File: src/hw/rtl/mcsc_pkg.sv
// Shared types, constants and shift tables for the multiview census/SAD cost block.
// No dependencies; imported by every module of the block.
`default_nettype none

package mcsc_pkg;

  localparam int VIEWS     = 7;
  localparam int CENTRE    = VIEWS / 2;
  localparam int VIEW_W    = 3;
  localparam int MAX_DISP  = 16;
  localparam int MAX_WIN   = 15;

  localparam int AD_W      = 24;
  localparam int CNT_W     = 8;
  localparam int NUM_W     = 32;
  localparam int TOT_W     = 35;
  localparam int DEN_W     = 32;
  localparam int COST_W    = 19;
  localparam int FRAC_W    = 16;
  localparam int DIVN_W    = DEN_W + COST_W;

  localparam logic [COST_W-1:0] COST_ONE = COST_W'(1 << FRAC_W);

  typedef struct packed {
    logic              start;
    logic [TOT_W-1:0]  dividend;
    logic [DEN_W-1:0]  divisor;
  } div_req_t;

  function automatic logic signed [5:0] clamp_disp(input logic [5:0] v);
    logic signed [5:0] s;
    s = $signed(v);
    if (s > 6'sd16) return 6'sd16;
    else if (s < -6'sd16) return -6'sd16;
    else return s;
  endfunction

  function automatic logic [4:0] round_866(input logic [5:0] m);
    case (m)
      6'd0:    round_866 = 5'd0;
      6'd1:    round_866 = 5'd1;
      6'd2:    round_866 = 5'd2;
      6'd3:    round_866 = 5'd3;
      6'd4:    round_866 = 5'd3;
      6'd5:    round_866 = 5'd4;
      6'd6:    round_866 = 5'd5;
      6'd7:    round_866 = 5'd6;
      6'd8:    round_866 = 5'd7;
      6'd9:    round_866 = 5'd8;
      6'd10:   round_866 = 5'd9;
      6'd11:   round_866 = 5'd10;
      6'd12:   round_866 = 5'd10;
      6'd13:   round_866 = 5'd11;
      6'd14:   round_866 = 5'd12;
      6'd15:   round_866 = 5'd13;
      default: round_866 = 5'd14;
    endcase
  endfunction

  function automatic logic signed [5:0] row_off(input logic [2:0] v,
                                                input logic signed [5:0] d);
    logic [5:0] m;
    logic [4:0] o;
    logic       neg;
    m = d[5] ? 6'(-d) : d;
    o = round_866(m);
    neg = d[5];
    case (v) inside
      3'd0, 3'd1: row_off = neg ? $signed({1'b0, o}) : -$signed({1'b0, o});
      3'd5, 3'd6: row_off = neg ? -$signed({1'b0, o}) : $signed({1'b0, o});
      default:    row_off = 6'sd0;
    endcase
  endfunction

  function automatic logic signed [5:0] col_off(input logic [2:0] v,
                                                input logic signed [5:0] d);
    logic signed [7:0] x;
    logic signed [7:0] t;
    logic signed [7:0] h;
    x = {{2{d[5]}}, d};
    case (v) inside
      3'd0, 3'd5: t = -x;
      3'd1, 3'd6: t = x;
      3'd2:       t = -(x <<< 1);
      3'd4:       t = x <<< 1;
      default:    t = 8'sd0;
    endcase
    h = (t + 8'sd1) >>> 1;
    col_off = h[5:0];
  endfunction

endpackage

`default_nettype wire

File: src/hw/rtl/mcsc_divider.sv
// Restoring divider, one quotient bit per cycle, rounded and saturated cost out.
// Depends on mcsc_pkg for widths and the request struct.
`default_nettype none

module mcsc_divider import mcsc_pkg::*; (
  input  wire logic                clk,
  input  wire logic                rst,
  input  wire div_req_t            req,
  output logic                     done,
  output logic [COST_W-1:0]        quot
);

  logic [DIVN_W-1:0] rem;
  logic [DIVN_W-1:0] dsh;
  logic [COST_W:0]   q;
  logic [4:0]        step;
  logic              busy;

  always_ff @(posedge clk) begin
    if (rst) begin
      busy <= 1'b0;
      done <= 1'b0;
    end else begin
      done <= 1'b0;
      if (req.start) begin
        rem  <= {req.dividend, {FRAC_W{1'b0}}} + DIVN_W'(req.divisor >> 1);
        dsh  <= {req.divisor, {COST_W{1'b0}}};
        step <= 5'(COST_W);
        busy <= 1'b1;
      end else if (busy) begin
        if (rem >= dsh) begin
          rem <= rem - dsh;
          q   <= {q[COST_W-1:0], 1'b1};
        end else begin
          q   <= {q[COST_W-1:0], 1'b0};
        end
        dsh <= dsh >> 1;
        if (step == 5'd0) begin
          busy <= 1'b0;
          done <= 1'b1;
        end else begin
          step <= step - 5'd1;
        end
      end
    end
  end

  assign quot = q[COST_W] ? {COST_W{1'b1}} : q[COST_W-1:0];

endmodule

`default_nettype wire

File: config.mk
export PLATFORM = sky130hd
export DESIGN_NAME = mcsc_divider
export DESIGN_NICKNAME = d
export VERILOG_FILES = /design/src/hw/rtl/mcsc_pkg.sv /design/src/hw/rtl/mcsc_divider.sv
export SDC_FILE = /design/constraint.sdc
export NUM_CORES = 1
export LEC_CHECK = 0
export ABC_AREA = 1
export BUFFER_PORTS_ARGS = -buffer_cell sky130_fd_sc_hd__buf_2
export CAP_MARGIN = 20
export CORE_MARGIN = 10
export CORE_UTILIZATION = 64
export CTS_BUF_LIST = sky130_fd_sc_hd__clkbuf_16
export CTS_CLUSTER_DIAMETER = 30
export DETAILED_ROUTE_END_ITERATION = 10
export GPL_ROUTABILITY_DRIVEN = 0
export MAX_ROUTING_LAYER = met4
export PLACE_DENSITY = 0.9
export SLEW_MARGIN = 20
export SYNTH_ARGS = -nofsm -noshare
export SYNTH_HDL_FRONTEND = slang
export SYNTH_SLANG_ARGS = --single-unit
File: constraint.sdc
create_clock -name clk -period 6.3 [get_ports clk]
set_input_delay 0.315 -clock clk [delete_from_list [all_inputs] [get_ports clk]]
set_output_delay 0.315 -clock clk [all_outputs]
set_load 0.05 [all_outputs]
==> flow_summary.yaml <==
run_status:
  outcome: "finished, final reports clean"
final_layout:
  final_cell_mix: "nand2_1, inv_1, nor2_1, edfxtp_1, nand3_1"
  layout_commonest_cell: "nand2_1"
  drive_above_1_share: 0.123
  nets: 1927
  n_antenna_cell: 0
  areaGrowthSynthToFinish_pct: 11.6
  fin_cells: 2025
  fin_area_sq_um: 12600
placement:
  hpwl_um: 26700
  placed_area_sq_um: 12000
  port_buffers: 89
  dp.cells: 1994
  dp_slack_ps: 3220
logic_synthesis:
  ys_async_sr_fraction: 0
  synth_area_leaders: "edfxtp_1, nand2_1, inv_1"
  ys_seq_area_frac: 0.343
  syn_nets: 1834
  ys_ff_latch: 129
  synth_top_flop_cell: "edfxtp_1"
  syn_area_sq_um: 11200
  synth_area_per_cell_sq_um: 6.63
  syn_inst: 1695
  synth_top_area_share: 0.339
  yosysWarnings: 0
  ys_types: 43
  synth_edf_count: 127
  synth_top_area_cell: "edfxtp_1"
sta:
  setup_tns_ps: 0
  min_period_ps: 3280
  worst_pin_slew_ps: 1010
  period_share: 0.521
  finClkSkew_ps: 9.96
  max_freq_mhz: 305
  slew_viol_final: 0
  setup_slack_ps: 3020
  setup_viol: 0
  rsz0062_at_grt: "no"
  hold_viol: 0
  maxSlewHeadroom: 0.327
setup_path:
  arrival_ps: 3420
  crit_type: "register to register"
  cp_top_family: "simple AND/OR/NAND/NOR gates"
  rr_startpoint: "rem[41]$_DFFE_PP_"
  critPathMaxStageDelay_ps: 390
  cp_cell_sequence: "ha_1 > nand2_1 > inv_1 > nand2_1 > nor2_1 > nand2_1 > nor3_2 > nand4_1 > nand4_1 > nand2_1 > inv_2 > buf_16 > buf_16"
  crit_path_max_fanout: 20
  endpoint_kind: "register"
  critPathLaunch: "rem[41]$_DFFE_PP_"
  critPathLaunchType: "register"
  required_ps: 6440
  crit_buf_inv: 4
  cp_slowest_cell: "ha_1"
  path_common_cell: "nand2_1"
clocking:
  clock_latency_ps: 440
  cts_buffer_depth: 2
  post-cts-setup-buffers: 0
  cts_resized: 0
  cts.clk_slew.worst_paths_ps: 60
  clkSinkCount: 129
  cts_tree: "built"
  cts_root_buf: "clkbuf_16"
  cts_buffers: 17
  hold_buffers: 0
  cts_max_level: 4
detailed_routing:
  vias: 11782
  wl_per_cell_um: 16.9
  totalWireLength_um: 34200
  drcViolationCount: 0
  drtIter0Drc: 1643
  ant_nets: 0
  vias_per_cell: 5.82
  dr.pass1.iters: 7
floorplan:
  rows: 48
  die_w_um: 153
  start_util: 0.652
  ios: 90
  core_area_sq_um: 17200
  die_area_sq_um: 23300
  dieHeight_um: 153
global_routing:
  grt_usage: 0.294
  grt_first_pass_wirelength_um: 54400
  grt_pass1_vias: 11000
  antenna_found_initial: 0
  grt-ovfl-total: 0
  grt_max_degree: 101
pwr:
  power_uw: 2940
  power_density_nw_per_um2: 234
  ir_drop_uv: 199
  p_leak_uw: 0.00644
run:
  maxCapViolations: 0
min_path:
  min-delay-start: "rst"
  hold_path.class: "input port to register"
[worst min-delay path: cells and delay by family]
family,cells,cell delay (ps)
simple gates,2,120
buf+inv,2,110
[per-stage QoR]
stage,hold WS (ps),util
after global routing,168,0.728
final,149,0.728
after CTS,140,0.728
after detailed placement,426,0.694
after floorplan,417,-
after global placement,422,0.691
[per-layer routing]
| layer | global-route usage | wire [um] | share of wire | vias to the layer above |
|---|---|---|---|---|
| met4 | 0.180 | 2240 | 0.066 | 0 |
| met1 | 0.361 | 13100 | 0.38 | 5143 |
| met2 | 0.432 | 14400 | 0.42 | 857 |
| met5 | - | 0 | 0 | - |
| li1 | - | - | - | 5585 |
| met3 | 0.0680 | 4370 | 0.13 | 197 |
[report_power, final]
part	leakage, uW	switching, uW	total (uW)	internal [uW]
logic	0.00495	628	904	275
clock network	0.000278	412	997	585
registers	0.00122	17.4	1040	1020
[layout make-up]
type | instances | area, sq um
Tap cell | 225 | 282
Sequential cell | 129 | 3850
Multi-Input combinational cell | 1217 | 6070
Clock buffer | 17 | 425
Inverter | 329 | 1230
Clock inverter | 14 | 156
Fill cell | 1346 | 4690
Timing Repair Buffer | 94 | 526
[state kept, by name (all words and copies together) (netlist names)]
signal and count:
rem 51, done 1, step 5, q 20, busy 1, dsh 51
[synth_stat cells, drive strengths merged, types with 6 or more instances]
cell type / instances
xnor2: 6
edfxtp: 127
a21oi: 89
clkbuf: 14
inv: 327
buf: 6
ha: 67
or2: 26
nor3: 22
nand3b: 10
nand2: 597
nand4: 18
nor2: 152
nor4: 6
o21ai: 93
nand3: 103
o21bai: 9
[logic make-up (layout without fill, tap and decap cells)]
group,count (synthesis),in the layout,share of synthesized area
and+or+nand+nor,937,937,0.360
AOI/OAI and AO/OA,200,200,0.0939
xor gates and xnor gates,11,11,0.00857
DFF,129,129,0.343
buffers and inverters,349,454,0.117
adders and majority gates,69,69,0.0781
[final timing paths]
kind                             to  slack [ps]  depth (start not counted)
setup / recovery  rem[50]$_DFFE_PP_        3020                         13
setup reg to reg  rem[50]$_DFFE_PP_        3020                         13
hold / removal      done$_SDFF_PP0_         150                          4
hold reg to reg     q[14]$_DFFE_PP_         440                          0
(Power assumes the default switching activity.)
